### config.mk
export PLATFORM = sky130hd
export DESIGN_NAME = lca_core
export DESIGN_NICKNAME = d
export VERILOG_FILES = /design/src/sv/lca_pkg.sv /design/src/sv/lca_core.sv
export SDC_FILE = /design/constraint.sdc
export NUM_CORES = 1
export LEC_CHECK = 0
export ABC_AREA = 1
export BUFFER_PORTS_ARGS = -buffer_cell sky130_fd_sc_hd__buf_2
export CAP_MARGIN = 15
export CELL_PAD_IN_SITES_DETAIL_PLACEMENT = 0
export CELL_PAD_IN_SITES_GLOBAL_PLACEMENT = 2
export CORE_MARGIN = 2
export CORE_UTILIZATION = 29
export DETAILED_ROUTE_END_ITERATION = 10
export GPL_ROUTABILITY_DRIVEN = 0
export PLACE_DENSITY_LB_ADDON = 0.1
export SLEW_MARGIN = 20
export SYNTH_ARGS = -nofsm -noshare
export SYNTH_HDL_FRONTEND = slang
export SYNTH_SLANG_ARGS = --single-unit
### constraint.sdc
create_clock -name clock -period 3.9 [get_ports clock]
set_clock_uncertainty 0.15 [all_clocks]
set_input_delay 0.39 -clock clock [delete_from_list [all_inputs] [get_ports clock]]
set_output_delay 0.39 -clock clock [all_outputs]
set_load 0.03 [all_outputs]
### src/sv/lca_pkg.sv
// ----------------------------------------------------------------------------
// Lowest common ancestor package
// Shared widths, defaults, item codes and the sequencer state type.
// ----------------------------------------------------------------------------
package lca_pkg;

   localparam int NODE_W         = 10;
   localparam int DEPTH_W        = 10;
   localparam logic [DEPTH_W-1:0] DEPTH_MAX = {DEPTH_W{1'b1}};

   localparam int MAX_NODES_DEF  = 1024;
   localparam int LOG_LEVELS_DEF = 10;

   localparam logic KIND_ADD   = 1'b0;
   localparam logic KIND_QUERY = 1'b1;

   typedef enum logic [3:0] {
      ST_IDLE,
      ST_ADD_RD,
      ST_ADD_WR0,
      ST_ADD_RDJ,
      ST_ADD_WRJ,
      ST_Q_RDD,
      ST_Q_CMP,
      ST_Q_LRD,
      ST_Q_LWR,
      ST_Q_EQ,
      ST_Q_JRD,
      ST_Q_JWR,
      ST_Q_FRD,
      ST_Q_FIN
   } lca_state_type;

endpackage

### src/sv/lca_core.sv
// ----------------------------------------------------------------------------
// LCA sequencer and datapath
// Steps through table builds and lifting searches, one table level at a time.
// ----------------------------------------------------------------------------
module lca_core #(
   parameter int MAX_NODES  = lca_pkg::MAX_NODES_DEF,
   parameter int LOG_LEVELS = lca_pkg::LOG_LEVELS_DEF,
   localparam int AW = (MAX_NODES > 1) ? $clog2(MAX_NODES) : 1,
   localparam int LW = (LOG_LEVELS > 1) ? $clog2(LOG_LEVELS) : 1
) (
   input  logic                         clock,
   input  logic                         reset,
   input  logic                         start,
   output logic                         busy,
   input  logic                         req_kind,
   input  logic [lca_pkg::NODE_W-1:0]   req_node_a,
   input  logic [lca_pkg::NODE_W-1:0]   req_node_b,
   output logic                         rsp_valid,
   output logic [lca_pkg::NODE_W-1:0]   rsp_ancestor,
   // depth store
   output logic                         dep_we,
   output logic [AW-1:0]                dep_waddr,
   output logic [lca_pkg::DEPTH_W-1:0]  dep_wdata,
   output logic [AW-1:0]                dep_ra0,
   output logic [AW-1:0]                dep_ra1,
   input  logic [lca_pkg::DEPTH_W-1:0]  dep_rd0,
   input  logic [lca_pkg::DEPTH_W-1:0]  dep_rd1,
   // jump table
   output logic                         jmp_we,
   output logic [AW+LW-1:0]             jmp_waddr,
   output logic [lca_pkg::NODE_W-1:0]   jmp_wdata,
   output logic [AW+LW-1:0]             jmp_ra0,
   output logic [AW+LW-1:0]             jmp_ra1,
   input  logic [lca_pkg::NODE_W-1:0]   jmp_rd0,
   input  logic [lca_pkg::NODE_W-1:0]   jmp_rd1
);

   localparam int NW = lca_pkg::NODE_W;
   localparam int DW = lca_pkg::DEPTH_W;
   localparam logic [LW-1:0] LEV_TOP  = LW'(LOG_LEVELS - 1);
   localparam logic [LW-1:0] LEV_LAST = LW'(LOG_LEVELS - 2);

   function automatic logic [AW-1:0] to_addr(input logic [NW-1:0] n);
      logic [AW+NW-1:0] w;
      w = {{AW{1'b0}}, n};
      return w[AW-1:0];
   endfunction

   function automatic logic [NW-1:0] node_of(input logic [NW-1:0] n);
      return (32'(n) < 32'(MAX_NODES)) ? n : '0;
   endfunction

   lca_pkg::lca_state_type state_ff, state_in;

   logic [NW-1:0] u_ff, u_in, v_ff, v_in, cur_ff, cur_in;
   logic [AW-1:0] n_ff, n_in;
   logic [DW-1:0] diff_ff, diff_in;
   logic [LW-1:0] lev_ff, lev_in;
   logic          z0_ff, z1_ff;
   logic          rsp_valid_ff, rsp_valid_in;
   logic [NW-1:0] rsp_anc_ff, rsp_anc_in;

   logic [NW-1:0] rd_node0, rd_node1;
   logic [NW-1:0] na, nb, jq0, jq1;
   logic [DW-1:0] dq0, dq1;
   logic [DW:0]   dep_inc;
   logic [DW-1:0] diff_sh;
   logic          add_ok, lift_bit, lev_zero, lev_last, ju_ne;

   // node 0 is the sentinel: its entries always read as zero
   assign dq0 = z0_ff ? '0 : dep_rd0;
   assign dq1 = z1_ff ? '0 : dep_rd1;
   assign jq0 = z0_ff ? '0 : jmp_rd0;
   assign jq1 = z1_ff ? '0 : jmp_rd1;

   assign na       = node_of(req_node_a);
   assign nb       = node_of(req_node_b);
   assign add_ok   = (req_node_a != '0) && (32'(req_node_a) < 32'(MAX_NODES));
   assign dep_inc  = {1'b0, dq0} + {{DW{1'b0}}, 1'b1};
   assign diff_sh  = diff_ff >> lev_ff;
   assign lift_bit = diff_sh[0];
   assign lev_zero = (lev_ff == '0);
   assign lev_last = (lev_ff == LEV_LAST);
   assign ju_ne    = (jq0 != jq1);

   // next state
   always_comb begin
      state_in = state_ff;
      unique case (state_ff)
         lca_pkg::ST_IDLE: begin
            if (start) begin
               if (req_kind == lca_pkg::KIND_ADD) begin
                  if (add_ok) state_in = lca_pkg::ST_ADD_RD;
               end else if (na != nb) begin
                  state_in = lca_pkg::ST_Q_RDD;
               end
            end
         end
         lca_pkg::ST_ADD_RD:  state_in = lca_pkg::ST_ADD_WR0;
         lca_pkg::ST_ADD_WR0: begin
            state_in = (LOG_LEVELS > 1) ? lca_pkg::ST_ADD_RDJ : lca_pkg::ST_IDLE;
         end
         lca_pkg::ST_ADD_RDJ: state_in = lca_pkg::ST_ADD_WRJ;
         lca_pkg::ST_ADD_WRJ: begin
            state_in = lev_last ? lca_pkg::ST_IDLE : lca_pkg::ST_ADD_RDJ;
         end
         lca_pkg::ST_Q_RDD: state_in = lca_pkg::ST_Q_CMP;
         lca_pkg::ST_Q_CMP: state_in = lca_pkg::ST_Q_LRD;
         lca_pkg::ST_Q_LRD: begin
            if (lift_bit)      state_in = lca_pkg::ST_Q_LWR;
            else if (lev_zero) state_in = lca_pkg::ST_Q_EQ;
         end
         lca_pkg::ST_Q_LWR: begin
            state_in = lev_zero ? lca_pkg::ST_Q_EQ : lca_pkg::ST_Q_LRD;
         end
         lca_pkg::ST_Q_EQ: begin
            state_in = (u_ff == v_ff) ? lca_pkg::ST_IDLE : lca_pkg::ST_Q_JRD;
         end
         lca_pkg::ST_Q_JRD: state_in = lca_pkg::ST_Q_JWR;
         lca_pkg::ST_Q_JWR: begin
            state_in = lev_zero ? lca_pkg::ST_Q_FRD : lca_pkg::ST_Q_JRD;
         end
         lca_pkg::ST_Q_FRD: state_in = lca_pkg::ST_Q_FIN;
         lca_pkg::ST_Q_FIN: state_in = lca_pkg::ST_IDLE;
         default:           state_in = lca_pkg::ST_IDLE;
      endcase
   end

   // memory controls and result
   always_comb begin
      dep_we       = 1'b0;
      dep_waddr    = n_ff;
      dep_wdata    = dep_inc[DW] ? lca_pkg::DEPTH_MAX : dep_inc[DW-1:0];
      dep_ra0      = to_addr(u_ff);
      dep_ra1      = to_addr(v_ff);
      jmp_we       = 1'b0;
      jmp_waddr    = {n_ff, lev_ff + LW'(1)};
      jmp_wdata    = jq0;
      jmp_ra0      = {to_addr(u_ff), lev_ff};
      jmp_ra1      = {to_addr(v_ff), lev_ff};
      rd_node0     = '0;
      rd_node1     = '0;
      rsp_valid_in = 1'b0;
      rsp_anc_in   = rsp_anc_ff;
      unique case (state_ff)
         lca_pkg::ST_IDLE: begin
            if (start && (req_kind == lca_pkg::KIND_QUERY) && (na == nb)) begin
               rsp_valid_in = 1'b1;
               rsp_anc_in   = na;
            end
         end
         lca_pkg::ST_ADD_RD: begin
            dep_ra0  = to_addr(cur_ff);
            rd_node0 = cur_ff;
         end
         lca_pkg::ST_ADD_WR0: begin
            dep_we    = 1'b1;
            jmp_we    = 1'b1;
            jmp_waddr = {n_ff, LW'(0)};
            jmp_wdata = cur_ff;
         end
         lca_pkg::ST_ADD_RDJ: begin
            jmp_ra0  = {to_addr(cur_ff), lev_ff};
            rd_node0 = cur_ff;
         end
         lca_pkg::ST_ADD_WRJ: jmp_we = 1'b1;
         lca_pkg::ST_Q_RDD: begin
            rd_node0 = u_ff;
            rd_node1 = v_ff;
         end
         lca_pkg::ST_Q_LRD: rd_node0 = u_ff;
         lca_pkg::ST_Q_EQ: begin
            if (u_ff == v_ff) begin
               rsp_valid_in = 1'b1;
               rsp_anc_in   = u_ff;
            end
         end
         lca_pkg::ST_Q_JRD: begin
            rd_node0 = u_ff;
            rd_node1 = v_ff;
         end
         lca_pkg::ST_Q_FRD: begin
            jmp_ra0  = {to_addr(u_ff), LW'(0)};
            rd_node0 = u_ff;
         end
         lca_pkg::ST_Q_FIN: begin
            rsp_valid_in = 1'b1;
            rsp_anc_in   = jq0;
         end
         default: begin
         end
      endcase
   end

   // datapath registers
   always_comb begin
      u_in    = u_ff;
      v_in    = v_ff;
      cur_in  = cur_ff;
      n_in    = n_ff;
      diff_in = diff_ff;
      lev_in  = lev_ff;
      unique case (state_ff)
         lca_pkg::ST_IDLE: begin
            n_in   = to_addr(req_node_a);
            cur_in = nb;
            u_in   = na;
            v_in   = nb;
         end
         lca_pkg::ST_ADD_WR0: lev_in = '0;
         lca_pkg::ST_ADD_WRJ: begin
            cur_in = jq0;
            lev_in = lev_ff + LW'(1);
         end
         lca_pkg::ST_Q_CMP: begin
            // deeper node goes to u
            if (dq0 < dq1) begin
               u_in    = v_ff;
               v_in    = u_ff;
               diff_in = dq1 - dq0;
            end else begin
               diff_in = dq0 - dq1;
            end
            lev_in = LEV_TOP;
         end
         lca_pkg::ST_Q_LRD: begin
            if (!lift_bit && !lev_zero) lev_in = lev_ff - LW'(1);
         end
         lca_pkg::ST_Q_LWR: begin
            u_in = jq0;
            if (!lev_zero) lev_in = lev_ff - LW'(1);
         end
         lca_pkg::ST_Q_EQ: lev_in = LEV_TOP;
         lca_pkg::ST_Q_JWR: begin
            if (ju_ne) begin
               u_in = jq0;
               v_in = jq1;
            end
            if (!lev_zero) lev_in = lev_ff - LW'(1);
         end
         default: begin
         end
      endcase
   end

   always_ff @(posedge clock) begin
      if (reset) begin
         state_ff     <= lca_pkg::ST_IDLE;
         rsp_valid_ff <= 1'b0;
      end else begin
         state_ff     <= state_in;
         rsp_valid_ff <= rsp_valid_in;
      end
   end

   always_ff @(posedge clock) begin
      u_ff       <= u_in;
      v_ff       <= v_in;
      cur_ff     <= cur_in;
      n_ff       <= n_in;
      diff_ff    <= diff_in;
      lev_ff     <= lev_in;
      z0_ff      <= (rd_node0 == '0);
      z1_ff      <= (rd_node1 == '0);
      rsp_anc_ff <= rsp_anc_in;
   end

   assign busy         = (state_ff != lca_pkg::ST_IDLE);
   assign rsp_valid    = rsp_valid_ff;
   assign rsp_ancestor = rsp_anc_ff;

endmodule

Word-level counts from Yosys, hierarchy flattened
Index checks and enable logic that the tools add are counted.

Add/sub/neg operators: 5. $lt $le $gt $ge: 1. Equality and inequality tests: 28. Shift-type cells: 1. Mux-type cells: 41. Reductions and logical operators: 27.

Operators with widths (count): 2-to-1 mux 10 bit (15); one-hot mux 10 bit (3 select lines) (2); one-hot mux 4 bit (13 select lines) (1); 2-to-1 mux 4 bit (11); one-hot mux 10 bit (2 select lines) (2); one-hot mux 10 bit (4 select lines) (1); == test 4 bit, second input constant (7); one-hot mux 14 bit (2 select lines) (1); == test 10 bit (2); logical NOT 10 bit (2); inequality test 10 bit (2); one-hot mux 4 bit (5 select lines) (1); subtractor 10 bit (2); == test 4 x 3 -> 1 bit, second input constant (4); inequality test 2 bit, second input constant (7); AND reduction 3 bit (4); adder 10 x 1 -> 11 bit, second input constant (1); < comparator 10 bit (1); nonzero test 10 bit (1); OR reduction 2 bit (5); >> shifter 10 x 4 -> 1 bit (1); inequality test 3 bit, second input constant (3); == test 4 x 2 -> 1 bit, second input constant (2); logical NOT 4 bit (2); 15 further kinds (23).

Bits in registers: 71. Input bits: 64. Word-level logic and storage cells: 114.

Depth between registers and ports, before layout
Gate-level depths: netlist of run 1.

Word-level depth: 5. Depth in mapped cells: 18. Depth with buffers taken out: 16.

Least setup slack after synthesis of run 1
OpenSTA, ideal clock, no wires.

Kind: reg2reg. Start: register z1_ff. End: register u_ff[0], enable pin. Setup time: 376 ps. Arrival: 2245 ps. Data required time: 3374 ps. Slack: 1129 ps. Cell stages (with the launch flop): 16. Cell sequence: dfxtp_1 buf_6 inv_4 buf_2 nand2_1 inv_1 ha_1 inv_1 ha_1 a21oi_4 inv_1 nand4_2 nand3_2 nand2_1 nand2_1 nor2_1.

Word-level cells in the longest chain between the ends: 4. Elaborated cells on any way between the ends: 7. Classes of those cells: 1 x order compare; 3 x eq/ne; 2 x mux; 1 x reduce/logical.

Ends and longest elaborated chain: start, declared (RTL line lca_core.sv:59) `logic z0_ff, z1_ff;`; start signal, assigned (RTL line lca_core.sv:264) `z1_ff <= (rd_node1 == '0);`; 2-to-1 mux 10 bit, on equally long branches (RTL line lca_core.sv:72, lca_core.sv:74); < comparator 10 bit or inequality test 10 bit (tied branches) (RTL line lca_core.sv:217, lca_core.sv:84); inequality test 2 bit (no line); AND reduction 3 bit (no line) *; end signal, assigned (RTL line lca_core.sv:257) `u_ff <= u_in;`; end, declared (RTL line lca_core.sv:55) `logic [NW-1:0] u_ff, u_in, v_ff, v_in, cur_ff, cur_in;`.

Mark *: on every way between the ends. The rest lies on a longest branch, timed or not. A chain may end at the register's enable or synchronous reset.

Worst setup path after layout of run 1
Start: register z0_ff. End: register u_ff[5], enable pin.

Word-level cells in the longest chain between the ends: 4. Elaborated cells on any way between the ends: 7. Classes of those cells: 1 x order compare; 3 x eq/ne; 2 x mux; 1 x reduce/logical.

Ends and longest elaborated chain: start, declared (RTL line lca_core.sv:59); start signal, assigned (RTL line lca_core.sv:263) `z0_ff <= (rd_node0 == '0);`; 2-to-1 mux 10 bit, on equally long branches (RTL line lca_core.sv:71, lca_core.sv:73); < comparator 10 bit or inequality test 10 bit (tied branches) (RTL line lca_core.sv:217, lca_core.sv:84); inequality test 2 bit (no line); AND reduction 3 bit (no line) *.

Marked as above.

==> results of run 1 <==
[critical path, delay by kind of cell, from the launching register on]
family	cells	cell delay [ps]
fa+ha+maj	1	350
flops	1	640
simple gates	5	1140
compound gates	1	370
buf+inv	2	330
[registers in the layout (all words and copies together) (netlist names)]
name / cells
diff_ff: 10
z0_ff: 1
state_ff: 4
cur_ff: 10
rsp_ancestor: 10
rsp_valid: 1
u_ff: 10
dep_waddr: 10
dep_ra1: 10
z1_ff: 1
lev_ff: 4
[power groups by stage]
stage          combinational, mW  sequential [mW]  clock [mW]
2_1_floorplan               2.76             1.62           0
3_3_place_gp                4.05             1.55           0
3_5_place_dp                4.01             1.55           0
4_1_cts                     4.03             1.53       0.790
5_1_grt                     4.41             1.57       0.813
6_report                    3.98             1.53       0.773
[Yosys cell counts (14+ instances only)]
master and count:
a21oi_1 16, nand2_1 259, o21ai_0 61, nand3_1 36, ha_1 19, xor2_1 14
buf_4 21, nor2_1 65, inv_1 146, o221ai_1 29, edfxtp_1 64
[worst paths after layout]
check | endpoint | cells past startpoint | from
setup / recovery | u_ff[5]$_DFFE_PP_ | 9 | z0_ff$_DFF_P_
hold / removal | rsp_valid$_SDFF_PP0_ | 2 | reset
setup reg to reg | u_ff[5]$_DFFE_PP_ | 9 | z0_ff$_DFF_P_
hold reg to reg | z0_ff$_DFF_P_ | 1 | state_ff[0]$_SDFFE_PP0P_
[through the flow]
step / setup slack, ps / cells / hold WS [ps] / utilization (%) / power (mW)
floorplan: 1130 / 847 / 309 / - / 4.39
global placement: 538 / 1254 / 480 / 34.4 / 5.60
detailed placement: 500 / 1254 / 482 / 34.4 / 5.56
CTS: 477 / 1270 / 123 / 35.7 / 6.35
global route: 241 / 1270 / 120 / 35.7 / 6.79
finish: 535 / 1270 / 124 / 35.7 / 6.28
[cell families after synthesis]
| logic type | after synthesis |
|---|---|
| fa+ha+maj | 19 |
| simple gates | 411 |
| compound gates | 127 |
| flops | 71 |
| xor+xnor | 24 |
| buf+inv | 195 |
[metal layers]
layer	part of all wire [%]	routed length, um	up-vias
li1	-	-	3027
met1	43	9430	2788
met2	51	11200	168
met3	4.3	944	17
met4	1.7	366	0
met5	0	0	-
[final cells by class]
| class | count | area share (%) |
|---|---|---|
| multi-input combinational | 581 | 42.0 |
| sequential | 71 | 28.7 |
| timing repair buffer | 179 | 12.8 |
| inverter | 153 | 8.03 |
| tap | 270 | 4.70 |
| clock buffer | 9 | 3.13 |
| clock inverter | 7 | 0.662 |
==> reports/qor.txt, run 1 <==
Sequential power share: 24.3%
DRT Pass-1 Iters: 5
Worst hold path type: in -> reg
Wire length per cell: 17.3 um
Setup Crit Path Kind: reg -> reg
Busiest layer in global routing: met2
Max frequency: 297 MHz
Most common cell after layout, fill and taps aside: nand2_1
Initial DRC count: 268
Avg Inst Size Synth: 6.99 um2
RSZ-0062 raised after global routing: no
Synth top area share: 32.5%
Post-synth cell types: 42
Latest clock arrival within the worst-skew pair: 350 ps
First-pass GRT wire length: 33700 um
GRT met1 Usage: 24.9%
Slew Viols, Final: 0
Die ar.: 21600 um2
Least-Margin Pin Slew: 1110 ps
Sequential area share after synthesis: 34.8%
Post-CTS setup buffer count: 0
Max Cap Viol: 0
Logic pwr share: 63.4%
Compound-Gate Fraction of Synth Area: 13.7%
GR Util met3: 3.57%
Die Span Y: 147 um
Status: complete, no violations
Internal: 2.77 mW
CTS buffer count: 9
P_leak: 3.70 nW
Critical path peak fanout: 13
Mapped cell area: 5920 um2
Port buffer count: 169
Worst Path Required: 3720 ps
Max transition margin: 26.0%
Sw frac: 55.9%
Post-synthesis mux area share: 0%
DR vias: 6000
Fraction of layout cells with a size suffix above 1: 22.7%
Initial antenna violation count: 0
Fillers: 2234
CP max stage cell: nor2_1
Seq cells post-synth: 71
Total clock sinks: 71
Final Hold Violating Endpoints: 0
Worst-path clk slew: 70 ps
NetSw: 3.51 mW
Final Critical Period: 3370 ps
CP Capture Type: flip-flop
Clock power share: 12.3%
# DRC: 0
CP startpoint kind: flip-flop
Detailed Place HPWL: 18300 um
Post-DRT Antenna Nets: 0
# diodes: 0
Met2 Use GR: 37.6%
Synth top area cells: edfxtp_1 (32%), nand2_1 (16%), inv_1 (9.3%), o21ai_0 (5.2%), o221ai_1 (4.3%)
Core ar.: 20100 um2
Most frequent cells in the layout: nand2_1 (259), buf_2 (169), inv_1 (146)
Vias in the first global route: 6013
Multi-input gate area: 3020 um2
CTS tree: built
Final WL: 22000 um
Async set or reset register ratio after synthesis: 0%
Hold_buf cts: 0
R2r setup slk: 530 ps
Vias per Instance: 4.72
# resized after CTS: 0
CTS Buffer Depth: 2
Leading area contributor after synthesis: edfxtp_1
Std-Cell Rows: 52
Grt ovf: 0
Worst vdd ir: 410 uV
Simple-gate share of the synthesized area: 29.6%
Data arrival time at the worst-slack endpoint: 3180 ps
Largest family of logic cells by synthesized area: simple AND/OR/NAND/NOR gates
Final instance area: 7190 um2
Synth warn: 0
Area added between synthesis and finish: 21.4%
Initial core utilization: 29.4%
# H-tree levels: 3
Final Cycle Share: 86.3%
Pwr dens: 874 nW/um2
Post-synth EDFFs: 64
Final setup violation count: 0
Synth Area in Adders: 4.02%
FF/Latch Area: 2060 um2
Syn_nets: 930
I/O pins: 170
Total GRT Usage: 20.4%
Pin count of the biggest net entering global routing: 22
Crit path largest cell delay: 650 ps
Die X: 147 um
Xor and xnor area share after synthesis: 3.55%
Root Buffer: clkbuf_16
Fin nets: 1078
Setup total negative slack: 0 ps
Top_reg_cell synth: edfxtp_1
DP Area: 6910 um2
Worst-path cell chain: inv_2 > nand2_1 > inv_1 > ha_1 > a31oi_1 > nand3_2 > nand2_1 > nand2_1 > nor2_1
Crit path top cell by count: nand2_1
Cells after synthesis: 847
Power figures use the tool's default switching activity.
==> inputs of run 2 (changes only) <==
--- a/config.mk
+++ b/config.mk
@@ -8,9 +8,8 @@
 export ABC_AREA = 1
 export BUFFER_PORTS_ARGS = -buffer_cell sky130_fd_sc_hd__buf_2
 export CAP_MARGIN = 15
-export CELL_PAD_IN_SITES_DETAIL_PLACEMENT = 0
+export CELL_PAD_IN_SITES_DETAIL_PLACEMENT = 2
 export CELL_PAD_IN_SITES_GLOBAL_PLACEMENT = 2
-export CORE_MARGIN = 2
 export CORE_UTILIZATION = 29
 export DETAILED_ROUTE_END_ITERATION = 10
 export GPL_ROUTABILITY_DRIVEN = 0
==> run 2 against run 1 <==
- first-iteration DRC count decreased by 9.0%
- highest routed layer is now met5
- cell area up 0.63%
- fmax rose by 4.9%
- register-to-register slack gained 160 ps
- sequential share of layout area is 0.18 points lower
==> reports/qor.txt, run 2 (same netlist as run 1, synthesis figures left out) <==
Slew Viols, Final: 0 (unchanged)
GR Util met3: 3.03% (was 3.57%)
Std-Cell Rows: 51 (was 52)
Worst hold path type: in -> reg (unchanged)
Setup Crit Path Kind: reg -> reg (unchanged)
Final Hold Violating Endpoints: 0 (unchanged)
FF-to-FF End: u_ff[3]$_DFFE_PP_ (was u_ff[5]$_DFFE_PP_)
CP Capture Point: u_ff[3]$_DFFE_PP_ (was u_ff[5]$_DFFE_PP_)
Fillers: 2384 (was 2234)
Crit path top cell by count: nand2_1 (unchanged)
Core ar.: 19700 um2 (was 20100 um2)
Root Buffer: clkbuf_16 (unchanged)
Fraction of layout cells with a size suffix above 1: 22.8% (was 22.7%)
P_leak: 3.72 nW (was 3.70 nW)
Die X: 145 um (was 147 um)
Die Span Y: 145 um (was 147 um)
Clock power share: 13.6% (was 12.3%)
Final WL: 24000 um (was 22000 um)
CP startpoint: z0_ff$_DFF_P_ (unchanged)
DR vias: 6213 (was 6000)
CTS buffer count: 9 (unchanged)
Hold_buf cts: 0 (unchanged)
Worst-path cell chain: inv_2 > nand2_1 > inv_1 > ha_1 > a31oi_1 > nand3_2 > nand2_1 > nand2_1 > nor2_1 (unchanged)
CTS Buffer Depth: 2 (unchanged)
CP Capture Type: flip-flop (unchanged)
GRT met1 Usage: 27.0% (was 24.9%)
Worst Path Required: 3720 ps (about the same)
Internal: 2.90 mW (was 2.77 mW)
Pwr dens: 900 nW/um2 (was 874 nW/um2)
# H-tree levels: 3 (unchanged)
Port buffer count: 169 (unchanged)
# DRC: 0 (unchanged)
Worst-path clk slew: 60 ps (was 70 ps)
Cells on Worst Hold Path: 1 (was 2)
DP Area: 6920 um2 (was 6910 um2)
Worst reg-to-reg path cell count: 9 (unchanged)
R2r setup slk: 690 ps (was 530 ps)
CP max stage cell: nor2_1 (unchanged)
Most frequent cells in the layout: nand2_1 (259), buf_2 (169), inv_1 (146) (unchanged)
Max frequency: 312 MHz (was 297 MHz)
Max Cap Viol: 0 (unchanged)
DRT Pass-1 Iters: 4 (was 5)
Vias per Instance: 4.91 (was 4.72)
Grt ovf: 0 (unchanged)
NetSw: 3.60 mW (was 3.51 mW)
Met2 Use GR: 45.5% (was 37.6%)
Area added between synthesis and finish: 22.2% (was 21.4%)
Busiest layer in global routing: met2 (unchanged)
CP startpoint kind: flip-flop (unchanged)
Pin count of the biggest net entering global routing: 22 (unchanged)
Total GRT Usage: 23.7% (was 20.4%)
Final Critical Period: 3210 ps (was 3370 ps)
Wire length per cell: 18.9 um (was 17.3 um)
Most common cell after layout, fill and taps aside: nand2_1 (unchanged)
Post-CTS setup buffer count: 0 (unchanged)
Worst vdd ir: 388 uV (was 410 uV)
Logic pwr share: 62.8% (was 63.4%)
Initial core utilization: 30.0% (was 29.4%)
Sw frac: 55.4% (was 55.9%)
# diodes: 0 (unchanged)
Die ar.: 21000 um2 (was 21600 um2)
Initial DRC count: 244 (was 268)
RSZ-0062 raised after global routing: no (unchanged)
CTS tree: built (unchanged)
Final instance area: 7230 um2 (was 7190 um2)
Initial antenna violation count: 1 (was 0)
Vias in the first global route: 6611 (was 6013)
Final Cycle Share: 82.3% (was 86.3%)
Max transition margin: 42.6% (was 26.0%)
Total clock sinks: 71 (unchanged)
Layout Utilization: 36.7% (was 35.7%)
Critical path peak fanout: 11 (was 13)
Final setup violation count: 0 (unchanged)
Detailed Place HPWL: 20300 um (was 18300 um)
Reg2reg start: z0_ff$_DFF_P_ (unchanged)
Least-Margin Pin Slew: 857 ps (was 1110 ps)
Setup total negative slack: 0 ps (unchanged)
Sequential power share: 23.6% (was 24.3%)
# resized after CTS: 0 (unchanged)
Data arrival time at the worst-slack endpoint: 3020 ps (was 3180 ps)
Latest clock arrival within the worst-skew pair: 340 ps (was 350 ps)
Fin nets: 1079 (was 1078)
I/O pins: 170 (unchanged)
Status: complete, no violations (unchanged)
Post-DRT Antenna Nets: 0 (unchanged)
Crit path largest cell delay: 660 ps (was 650 ps)
First-pass GRT wire length: 36500 um (was 33700 um)
## run 2: changes by cell type in the layout (fill, tap and decap cells not counted), sizes merged
cell	change
clkinv	-2
bufinv	+2
inv	-1
buf	+1
clkbuf	+1
## run 2: worst min-delay path by stage
stage                   from                     end
6_report       req_node_a[3]  dep_waddr[3]$_DFFE_PP_
5_1_grt        req_node_a[3]  dep_waddr[3]$_DFFE_PP_
4_1_cts        req_node_a[3]  dep_waddr[3]$_DFFE_PP_
3_5_place_dp   req_node_a[3]  dep_waddr[3]$_DFFE_PP_
3_3_place_gp   req_node_a[3]  dep_waddr[3]$_DFFE_PP_
2_1_floorplan          reset    rsp_valid$_SDFF_PP0_
## run 2: layout make-up
| class | instances | area [um2] | area share [%] |
|---|---|---|---|
| Sequential cell | 71 | 2060 | 28.5 |
| Tap cell | 265 | 332 | 4.59 |
| Clock inverter | 6 | 85.1 | 1.18 |
| Timing Repair Buffer | 180 | 928 | 12.8 |
| Multi-Input combinational cell | 581 | 3020 | 41.7 |
| Clock buffer | 10 | 229 | 3.17 |
| Inverter | 153 | 577 | 7.98 |
## run 2: metrics by stage
stage	setup slack (ps)	hold slack, ps	cells	total power [mW]
floorplan	1130	309	847	4.39
global placement	762	451	1250	5.64
detailed placement	678	456	1250	5.68
CTS	673	99.6	1266	6.59
global route	416	110	1266	6.99
finish	692	108	1266	6.51
## run 2: power by group through the flow
stage | logic, mW | registers, mW | clock network (mW)
2_1_floorplan | 2.76 | 1.62 | 0
3_3_place_gp | 4.09 | 1.55 | 0
3_5_place_dp | 4.13 | 1.55 | 0
4_1_cts | 4.15 | 1.54 | 0.899
5_1_grt | 4.49 | 1.58 | 0.920
6_report | 4.09 | 1.54 | 0.883
## run 2: worst max-delay path: cells and delay by family (launching register included)
| kind | cells | cell delay [ps] |
|---|---|---|
| DFF | 1 | 640 |
| adders and majority gates | 1 | 340 |
| buffers and inverters | 2 | 230 |
| AOI/OAI and AO/OA | 1 | 340 |
| and+or+nand+nor | 5 | 1120 |
## run 2: routing by layer
metal  vias to the layer above  share of wire [%]
met5                         -              0.033
met4                         2                2.0
met3                        26                4.2
met2                       161                 52
met1                      3008                 41
li1                       3016                  -
